### config.mk
export PLATFORM = sky130hd
export DESIGN_NAME = pump_runtime_alarm_monitor_core_flat
export DESIGN_NICKNAME = d
export VERILOG_FILES = /design/src/rtl/core/pram_pkg.sv /design/src/rtl/core/pram_if.sv /design/src/rtl/core/pump_runtime_alarm_monitor_core.sv /design/src/flat_wrapper.sv
export SDC_FILE = /design/constraint.sdc
export NUM_CORES = 1
export LEC_CHECK = 0
export BUFFER_PORTS_ARGS = -buffer_cell sky130_fd_sc_hd__buf_4
export CORE_ASPECT_RATIO = 1.2
export CORE_MARGIN = 1
export CORE_UTILIZATION = 45
export CTS_CLUSTER_DIAMETER = 30
export DETAILED_ROUTE_END_ITERATION = 8
export GPL_TIMING_DRIVEN = 0
export PLACE_DENSITY_LB_ADDON = 0.08
export REMOVE_ABC_BUFFERS = 1
export SLEW_MARGIN = 10
export SYNTH_ARGS = -nofsm -noshare
export SYNTH_HDL_FRONTEND = slang
export SYNTH_SLANG_ARGS = --single-unit
### constraint.sdc
create_clock -name clk_i -period 7.4 [get_ports clk_i]
set_clock_uncertainty 0.1 [all_clocks]
set_input_delay 1.11 -clock clk_i [delete_from_list [all_inputs] [get_ports clk_i]]
set_output_delay 1.11 -clock clk_i [all_outputs]
set_load 0.01 [all_outputs]
### src/rtl/core/pram_pkg.sv
// Types, constants and codes of the pump runtime alarm monitor.
package pram_pkg;

  localparam int unsigned RUN_SLOTS  = 4;
  // Only an even number of slots is used so even/odd keeps its off/on meaning.
  localparam int unsigned USED_SLOTS = (RUN_SLOTS / 2) * 2;
  localparam int unsigned SLOT_W     = $clog2(USED_SLOTS);

  localparam int unsigned RUN_W      = 24;
  localparam int unsigned CNT_W      = 8;
  localparam int unsigned LEVEL_W    = 16;
  localparam int unsigned SAMPLE_W   = 2;
  localparam int unsigned CAUSE_W    = 3;
  localparam int unsigned CFG_IDX_W  = 3;
  localparam int unsigned CFG_DATA_W = 24;

  typedef logic [SLOT_W-1:0]     slot_t;
  typedef logic [RUN_W-1:0]      run_t;
  typedef logic [CNT_W-1:0]      cnt_t;
  typedef logic [LEVEL_W-1:0]    level_t;
  typedef logic [SAMPLE_W-1:0]   sample_t;
  typedef logic [CFG_IDX_W-1:0]  cfg_idx_t;
  typedef logic [CFG_DATA_W-1:0] cfg_data_t;

  localparam slot_t LAST_SLOT = slot_t'(USED_SLOTS - 1);
  localparam run_t  RUN_MAX   = '1;
  localparam cnt_t  CNT_MAX   = '1;

  // Pump sample codes; other codes leave the runs alone.
  localparam sample_t SAMPLE_OFF = 2'd0;
  localparam sample_t SAMPLE_ON  = 2'd1;

  // Register indexes.
  localparam cfg_idx_t REG_ON_LONG   = 3'd0;
  localparam cfg_idx_t REG_ON_CHECK  = 3'd1;
  localparam cfg_idx_t REG_OFF_LONG  = 3'd2;
  localparam cfg_idx_t REG_OFF_HIGH  = 3'd3;
  localparam cfg_idx_t REG_CRITICAL  = 3'd4;

  // Register reset values.
  localparam run_t   ON_LONG_RST   = run_t'(60);
  localparam run_t   ON_CHECK_RST  = run_t'(60);
  localparam run_t   OFF_LONG_RST  = run_t'(86400);
  localparam run_t   OFF_HIGH_RST  = run_t'(86400);
  localparam level_t CRITICAL_RST  = level_t'(400);

  localparam cnt_t RISE_CNT_RST    = cnt_t'(5);

  // Counter thresholds (strictly greater than).
  localparam cnt_t HIGH_OFF_MIN    = cnt_t'(2);
  localparam cnt_t HIGH_RUN_MIN    = cnt_t'(3);
  localparam cnt_t RISE_MIN        = cnt_t'(2);

  typedef enum logic [CAUSE_W-1:0] {
    CAUSE_OK       = 3'd0,
    CAUSE_OFF_LONG = 3'd1,
    CAUSE_OFF_HIGH = 3'd2,
    CAUSE_RISING   = 3'd3,
    CAUSE_ON_LONG  = 3'd4,
    CAUSE_HIGH_RUN = 3'd5
  } cause_e;

endpackage

### src/rtl/core/pram_if.sv
// Sample, result and register write channels of the pump runtime alarm monitor.
interface pram_in_if;
  logic                  valid;
  logic                  ready;
  pram_pkg::sample_t     pump_sample;
  pram_pkg::level_t      water_level;

  modport source (output valid, output pump_sample, output water_level, input ready);
  modport sink   (input valid, input pump_sample, input water_level, output ready);
endinterface

interface pram_out_if;
  logic                          valid;
  logic                          ready;
  logic                          alarm;
  logic [pram_pkg::CAUSE_W-1:0]  cause;
  logic                          pump_running;
  pram_pkg::run_t                run_length;

  modport source (output valid, output alarm, output cause, output pump_running,
                  output run_length, input ready);
  modport sink   (input valid, input alarm, input cause, input pump_running,
                  input run_length, output ready);
endinterface

interface pram_cfg_if;
  logic                  valid;
  logic                  ready;
  pram_pkg::cfg_idx_t    index;
  pram_pkg::cfg_data_t   data;

  modport source (output valid, output index, output data, input ready);
  modport sink   (input valid, input index, input data, output ready);
endinterface

### src/rtl/core/pump_runtime_alarm_monitor_core.sv
// Top level of the pump runtime alarm monitor.
// One sample item is taken per clock while the result side does not stall, and
// one result item comes out for each: the item is held in the input register,
// then the run, level and rise updates and the alarm decode settle in one pass
// into the result register. The output register lets the next item enter while
// a result waits. Only the open run's length is kept, since a new slot always
// starts at one and older slots are never read back. Register writes take
// effect on the next item and are accepted every cycle.
module pump_runtime_alarm_monitor_core (
  input  logic  clk_i,
  input  logic  rst_ni,
  pram_in_if.sink    in_i,
  pram_out_if.source out_o,
  pram_cfg_if.sink   cfg_i
);

  // Configuration registers
  pram_pkg::run_t   on_long_q, on_check_q, off_long_q, off_high_q;
  pram_pkg::level_t critical_q;

  assign cfg_i.ready = 1'b1;

  always_ff @(posedge clk_i or negedge rst_ni) begin
    if (!rst_ni) begin
      on_long_q  <= pram_pkg::ON_LONG_RST;
      on_check_q <= pram_pkg::ON_CHECK_RST;
      off_long_q <= pram_pkg::OFF_LONG_RST;
      off_high_q <= pram_pkg::OFF_HIGH_RST;
      critical_q <= pram_pkg::CRITICAL_RST;
    end else if (cfg_i.valid) begin
      case (cfg_i.index)
        pram_pkg::REG_ON_LONG:  on_long_q  <= cfg_i.data;
        pram_pkg::REG_ON_CHECK: on_check_q <= cfg_i.data;
        pram_pkg::REG_OFF_LONG: off_long_q <= cfg_i.data;
        pram_pkg::REG_OFF_HIGH: off_high_q <= cfg_i.data;
        pram_pkg::REG_CRITICAL: critical_q <= cfg_i.data[pram_pkg::LEVEL_W-1:0];
        default: ;
      endcase
    end
  end

  // Input register
  logic                s1_valid_q;
  pram_pkg::sample_t   s1_sample_q;
  pram_pkg::level_t    s1_level_q;
  logic                out_valid_q;
  logic                out_free;
  logic                step;
  logic                in_take;

  assign out_free   = !out_valid_q || out_o.ready;
  assign step       = s1_valid_q && out_free;
  assign in_i.ready = !s1_valid_q || out_free;
  assign in_take    = in_i.valid && in_i.ready;

  always_ff @(posedge clk_i or negedge rst_ni) begin
    if (!rst_ni) begin
      s1_valid_q <= 1'b0;
    end else if (in_take) begin
      s1_valid_q <= 1'b1;
    end else if (step) begin
      s1_valid_q <= 1'b0;
    end
  end

  always_ff @(posedge clk_i) begin
    if (in_take) begin
      s1_sample_q <= in_i.pump_sample;
      s1_level_q  <= in_i.water_level;
    end
  end

  // Monitor state
  pram_pkg::slot_t  slot_q, slot_d;
  pram_pkg::run_t   run_q, run_d, run_inc;
  pram_pkg::cnt_t   high_q, high_d, rise_q, rise_d;
  pram_pkg::level_t prev_level_q;
  logic             prev_valid_q;
  pram_pkg::cause_e cause_d;
  logic             on_d;

  assign run_inc = (run_q == pram_pkg::RUN_MAX) ? run_q : run_q + pram_pkg::run_t'(1);

  always_comb begin
    slot_d = slot_q;
    run_d  = run_q;
    case (s1_sample_q)
      pram_pkg::SAMPLE_OFF: begin
        if (slot_q[0]) begin
          slot_d = (slot_q == pram_pkg::LAST_SLOT) ? '0 : slot_q + pram_pkg::slot_t'(1);
          run_d  = pram_pkg::run_t'(1);
        end else begin
          run_d = run_inc;
        end
      end
      pram_pkg::SAMPLE_ON: begin
        if (!slot_q[0]) begin
          slot_d = slot_q + pram_pkg::slot_t'(1);
          run_d  = pram_pkg::run_t'(1);
        end else begin
          run_d = run_inc;
        end
      end
      default: ;
    endcase
  end

  always_comb begin
    if (s1_level_q > critical_q) begin
      high_d = (high_q == pram_pkg::CNT_MAX) ? high_q : high_q + pram_pkg::cnt_t'(1);
    end else begin
      high_d = '0;
    end
    // first sample after reset never counts as a rise
    if (prev_valid_q && (s1_level_q > prev_level_q)) begin
      rise_d = (rise_q == pram_pkg::CNT_MAX) ? rise_q : rise_q + pram_pkg::cnt_t'(1);
    end else begin
      rise_d = '0;
    end
  end

  assign on_d = slot_d[0];

  always_comb begin
    cause_d = pram_pkg::CAUSE_OK;
    if (!on_d) begin
      if (run_d > off_long_q) begin
        cause_d = pram_pkg::CAUSE_OFF_LONG;
      end else if ((run_d > off_high_q) && (high_d > pram_pkg::HIGH_OFF_MIN)) begin
        cause_d = pram_pkg::CAUSE_OFF_HIGH;
      end
    end else if (run_d > on_check_q) begin
      if (rise_d > pram_pkg::RISE_MIN) begin
        cause_d = pram_pkg::CAUSE_RISING;
      end else if (run_d > on_long_q) begin
        cause_d = pram_pkg::CAUSE_ON_LONG;
      end else if (high_d > pram_pkg::HIGH_RUN_MIN) begin
        cause_d = pram_pkg::CAUSE_HIGH_RUN;
      end
    end
  end

  always_ff @(posedge clk_i or negedge rst_ni) begin
    if (!rst_ni) begin
      slot_q       <= '0;
      run_q        <= '0;
      high_q       <= '0;
      rise_q       <= pram_pkg::RISE_CNT_RST;
      prev_level_q <= '0;
      prev_valid_q <= 1'b0;
    end else if (step) begin
      slot_q       <= slot_d;
      run_q        <= run_d;
      high_q       <= high_d;
      rise_q       <= rise_d;
      prev_level_q <= s1_level_q;
      prev_valid_q <= 1'b1;
    end
  end

  // Result register
  logic             alarm_q;
  pram_pkg::cause_e cause_q;
  logic             running_q;
  pram_pkg::run_t   run_out_q;

  always_ff @(posedge clk_i or negedge rst_ni) begin
    if (!rst_ni) begin
      out_valid_q <= 1'b0;
    end else if (step) begin
      out_valid_q <= 1'b1;
    end else if (out_o.ready) begin
      out_valid_q <= 1'b0;
    end
  end

  always_ff @(posedge clk_i) begin
    if (step) begin
      alarm_q   <= (cause_d != pram_pkg::CAUSE_OK);
      cause_q   <= cause_d;
      running_q <= on_d;
      run_out_q <= run_d;
    end
  end

  assign out_o.valid        = out_valid_q;
  assign out_o.alarm        = alarm_q;
  assign out_o.cause        = cause_q;
  assign out_o.pump_running = running_q;
  assign out_o.run_length   = run_out_q;

endmodule

### src/flat_wrapper.sv
// flat-port wrapper written by rule: the top's interface ports become plain ports
module pump_runtime_alarm_monitor_core_flat 
  (clk_i, rst_ni, in_i_valid, in_i_pump_sample, in_i_water_level, in_i_ready, out_o_valid, out_o_alarm, out_o_cause, out_o_pump_running, out_o_run_length, out_o_ready, cfg_i_valid, cfg_i_index, cfg_i_data, cfg_i_ready);
  pram_in_if in_i_i ();
  pram_out_if out_o_i ();
  pram_cfg_if cfg_i_i ();
  input  logic clk_i;
  input  logic rst_ni;
  input wire logic [$bits(in_i_i.valid)-1:0] in_i_valid;
  input wire logic [$bits(in_i_i.pump_sample)-1:0] in_i_pump_sample;
  input wire logic [$bits(in_i_i.water_level)-1:0] in_i_water_level;
  output wire logic [$bits(in_i_i.ready)-1:0] in_i_ready;
  output wire logic [$bits(out_o_i.valid)-1:0] out_o_valid;
  output wire logic [$bits(out_o_i.alarm)-1:0] out_o_alarm;
  output wire logic [$bits(out_o_i.cause)-1:0] out_o_cause;
  output wire logic [$bits(out_o_i.pump_running)-1:0] out_o_pump_running;
  output wire logic [$bits(out_o_i.run_length)-1:0] out_o_run_length;
  input wire logic [$bits(out_o_i.ready)-1:0] out_o_ready;
  input wire logic [$bits(cfg_i_i.valid)-1:0] cfg_i_valid;
  input wire logic [$bits(cfg_i_i.index)-1:0] cfg_i_index;
  input wire logic [$bits(cfg_i_i.data)-1:0] cfg_i_data;
  output wire logic [$bits(cfg_i_i.ready)-1:0] cfg_i_ready;
  assign in_i_i.valid = in_i_valid;
  assign in_i_i.pump_sample = in_i_pump_sample;
  assign in_i_i.water_level = in_i_water_level;
  assign in_i_ready = in_i_i.ready;
  assign out_o_valid = out_o_i.valid;
  assign out_o_alarm = out_o_i.alarm;
  assign out_o_cause = out_o_i.cause;
  assign out_o_pump_running = out_o_i.pump_running;
  assign out_o_run_length = out_o_i.run_length;
  assign out_o_i.ready = out_o_ready;
  assign cfg_i_i.valid = cfg_i_valid;
  assign cfg_i_i.index = cfg_i_index;
  assign cfg_i_i.data = cfg_i_data;
  assign cfg_i_ready = cfg_i_i.ready;
  pump_runtime_alarm_monitor_core u_core (.clk_i(clk_i), .rst_ni(rst_ni), .in_i(in_i_i), .out_o(out_o_i), .cfg_i(cfg_i_i));
endmodule
==> run_results.csv <==
group,metric,value,unit
placed_design,finalWeightedCongestion,0.8322,
power,comb_power_share,16.9,%
power,power-per-cell-area,320.7,nW/um^2
global_route,grt_max_degree,89,
layout,mostFrequentLayoutCell,"sky130_fd_sc_hd__o21ai_0",
timing,max-slew-margin-rel,39.67,%
floorplanning,floorplan.initialDensity,46.08,%
floorplanning,boundaryPins,82,
power,post-layout-total-power,4.886,mW
critical_path,critical_path_buf_inv_count,0,
critical_path,path_class,"reg2reg",
yosys,yosysUniqueCellTypes,72,
global_route,grt_pass1_wl,48960,um
route,detailroute.via_count,9354,
yosys,synth_top_family_by_area,"compound AO/OA/AOI/OAI gates",
clock_tree,tritoncts_clock_tree,"yes",
flow_run,timing.max_cap.violations,0,
timing,grt_setup_unrepaired,"no",
clock_tree,worst_skew_late_latency,0.55,ns
clock_tree,cts_max_path_buffers,3,
layout,nets_finish,1529,
layout,post_route_cells_drive_above_1_share,19.07,%
clock_tree,htreeDepth,2,
clock_tree,cts.repair_timing.setup_buffer_count,0,
timing,report.final.slew_viol_count,0,
route,drt_first_iter_violations,366,
clock_tree,cts_hold_buffers,0,
route,detail_route.wirelength.met1,12810,um
placed_design,detailed_place_hpwl,20770,um
layout,fillers,2319,
clock_tree,cts.repair.resized,0,
route,highest-signal-layer,"met4",
route,routed-wl-met3,1132,um
critical_path,path_max_fanout,10,
yosys,synth_xor_xnor_area_share,1.792,%
yosys,synth-async-reset-ratio,78.54,%
layout,antenna_cells_inserted,0,
floorplanning,rows,65,
route,remaining_drc_errors,0,
critical_path,critical-path-max-stage-delay,0.76,ns
timing,timing.final.hold_violations,0,
critical_path,critical_path_arrival,5.37,ns
clock_tree,clk_transition_reported_paths,0.05,ns
critical_path,worst_setup_path_end_kind,"flip-flop",
clock_tree,cts.root.buffer_cell,"sky130_fd_sc_hd__clkbuf_16",
yosys,synth.mux.area_fraction,2.929,%
timing,totalNegativeSetupSlack,0,ns
route,drt-pass1-iter-count,8,
critical_path,critPathLaunchType,"flip-flop",
floorplanning,floorplan.die.height,182.5,um
power,pwr-share-seq,31.4,%
floorplanning,die-area,27810,sq um
power,p_int,3.562,mW
status,status,"finished, final reports clean",
global_route,track_usage,22.39,%
min_path,min_path_type,"reg2reg",
yosys,netlist_area,12220,sq um
power,leakage_power,7.011,nW
yosys,synth-edff-count,47,
yosys,synth_compound_area_share,16.01,%
critical_path,timing.critical_path.cells,"and4_1 > nand4_1 > a41o_1 > nor2_1 > nand2_1 > xor2_1 > nor2_1 > ha_1 > and4_1 > nor4bb_1 > o21ai_0 > o21ai_0 > a21oi_1 > a2111oi_4 > o21bai_1",
layout,final_util,57.47,%
timing,final-setup-viol-count,0,
clock_tree,cts_sinks,219,
yosys,post_synth_and_or_nand_nor_area_fraction,13.08,%
route,route.antenna.remaining_nets,0,
critical_path,cpMaxStageDelayCell,"sky130_fd_sc_hd__nor4bb_1",
yosys,synth_top_cell_by_area,"sky130_fd_sc_hd__dfrtp_1",
yosys,ys_dominant_reg_cell,"sky130_fd_sc_hd__dfrtp_1",
yosys,synth.avg_cell_area,9.805,sq um
global_route,grt_antenna_before_repair,0,
critical_path,worst_path_dominant_cell_family,"simple AND/OR/NAND/NOR gates",
yosys,synth-warning-count,0,
route,met2RoutedLength,14920,um
route,drt-total-wl,29730,um
placed_design,place_area,13240,sq um
yosys,post_synth_adder_cell_area,13.42,%
timing,worst-slew-pin-transition,0.9049,ns
clock_tree,tritoncts.num_buffers,56,
layout,area.sequential,5744,sq um
yosys,postSynthRegisterBits,219,
power,p_sw_share,27.10,%
route,route.detailed.vias_per_inst,5.407,
placed_design,placement.io_buffers,80,
global_route,grt_pass1_vias,9411,
global_route,grt_overflow_total,0,
power,pwr-share-clk,51.7,%
critical_path,required_time_at_the_worst_slack_endpoint,7.68,ns
timing,layout_min_cycle_time,5.096,ns
timing,max_freq,196.2,MHz
timing,final_min_period_over_clock_period,68.86,%
yosys,yosysTopAreaCellShare,30.52,%
layout,layout.cell_area.non_filler,15240,sq um
floorplanning,die_x,152.4,um
yosys,yosysSeqAreaShare,47.02,%
power,netSwitchingPower,1.324,mW
yosys,post_synth_main_area_contributors,"sky130_fd_sc_hd__dfrtp_1 (31%), sky130_fd_sc_hd__ha_1 (13%), sky130_fd_sc_hd__edfxtp_1 (12%)",
route,routed_wire_length_per_instance,17.18,um
layout,multi_input_comb_area,5811,sq um
layout,layout-area-overhead-vs-synth,24.72,%
layout,most-common-layout-cells,"sky130_fd_sc_hd__o21ai_0 (156), sky130_fd_sc_hd__nand2_1 (154), sky130_fd_sc_hd__dfrtp_1 (149)",
yosys,postSynthCellCount,1246,
power,ir_worst_vdd,207.7,uV
floorplanning,core,26510,sq um
## kinds of logic (layout without fill, tap and decap cells)
kind of cell	count (synthesis)	count (layout)
other	1	1
buffers and inverters	181	330
DFF	219	219
adders and majority gates	131	131
AOI/OAI and AO/OA	325	325
and+or+nand+nor	332	332
muxes	32	32
xor gates and xnor gates	25	25
## path summary, 6_finish.rpt
check,start,to,slack (ns),cells past startpoint
min in group asynchronous,rst_ni,u_core.on_check_q[17],0.49,1
hold reg to reg,u_core.prev_valid_q,u_core.prev_valid_q,0.36,1
setup / recovery,u_core.run_q[3],u_core.out_o.cause[1],2.30,15
max in group asynchronous,rst_ni,u_core.rise_q[2],5.80,2
setup reg to reg,u_core.run_q[3],u_core.out_o.cause[1],2.30,15
hold / removal,u_core.prev_valid_q,u_core.prev_valid_q,0.36,1
## synthesized netlist by cell type, types with 13 or more instances
| master | number |
|---|---|
| sky130_fd_sc_hd__nor2_1 | 59 |
| sky130_fd_sc_hd__mux2_2 | 30 |
| sky130_fd_sc_hd__a31oi_1 | 13 |
| sky130_fd_sc_hd__ha_1 | 131 |
| sky130_fd_sc_hd__nand3_1 | 20 |
| sky130_fd_sc_hd__o31ai_1 | 22 |
| sky130_fd_sc_hd__clkbuf_1 | 37 |
| sky130_fd_sc_hd__inv_1 | 136 |
| sky130_fd_sc_hd__nand2_1 | 155 |
| sky130_fd_sc_hd__dfrtp_1 | 149 |
| sky130_fd_sc_hd__a21oi_1 | 65 |
| sky130_fd_sc_hd__a21o_1 | 13 |
| sky130_fd_sc_hd__dfstp_2 | 23 |
| sky130_fd_sc_hd__nand4_1 | 34 |
| sky130_fd_sc_hd__xor2_1 | 17 |
| sky130_fd_sc_hd__edfxtp_1 | 47 |
| sky130_fd_sc_hd__o21ai_0 | 156 |
## metrics by stage
step	hold slack, ns	setup WS (ns)	instances
global placement	0.3418	0.6978	1616
CTS	0.3590	2.300	1730
floorplan	0.3258	3.062	1201
detailed placement	0.3445	2.322	1625
finish	0.3562	2.304	1730
global route	0.3990	1.957	1730
## power groups by stage
stage	registers (mW)	logic, mW	clock network, mW
finish	1.53	0.825	2.53
global placement	1.55	0.796	0
global route	1.56	0.950	2.64
floorplan	1.54	0.559	0
detailed placement	1.55	0.828	0
CTS	1.53	0.835	2.57
## registers in the layout, indices dropped and copies added (netlist names), 8 cells and up
| name | flops |
|---|---|
| u_core.off_long_q | 24 |
| u_core.run_q | 24 |
| u_core.on_check_q | 24 |
| u_core.critical_q | 16 |
| u_core.s1_level_q | 16 |
| u_core.rise_q | 8 |
| u_core.prev_level_q | 16 |
| u_core.out_o.run_length | 24 |
| u_core.on_long_q | 24 |
| u_core.high_q | 8 |
| u_core.off_high_q | 24 |
## layer usage
metal | GRT usage (%) | vias to the layer above
met4 | 8.929 | 0
met5 | 0 | -
li1 | - | 4642
met1 | 27.47 | 4459
met3 | 3.705 | 58
met2 | 39.30 | 195
## worst register-to-register path: cells and delay by family (launching register included)
| family | cells | cell delay, ns |
|---|---|---|
| AOI/OAI and AO/OA | 6 | 1.37 |
| xor gates and xnor gates | 1 | 0.17 |
| and+or+nand+nor | 7 | 2.49 |
| adders and majority gates | 1 | 0.26 |
| DFF | 1 | 0.52 |
## area by class of cell
class                   instances  share of cell area [%]
inverters                     136                   3.367
flip-flops and latches        219                   37.70
clock buffers                  66                   9.706
multi-input cells             846                   38.13
clock inverters                39                   3.359
repair buffers                 89                   4.984
well taps                     335                   2.751
Power figures use the tool's default switching activity.
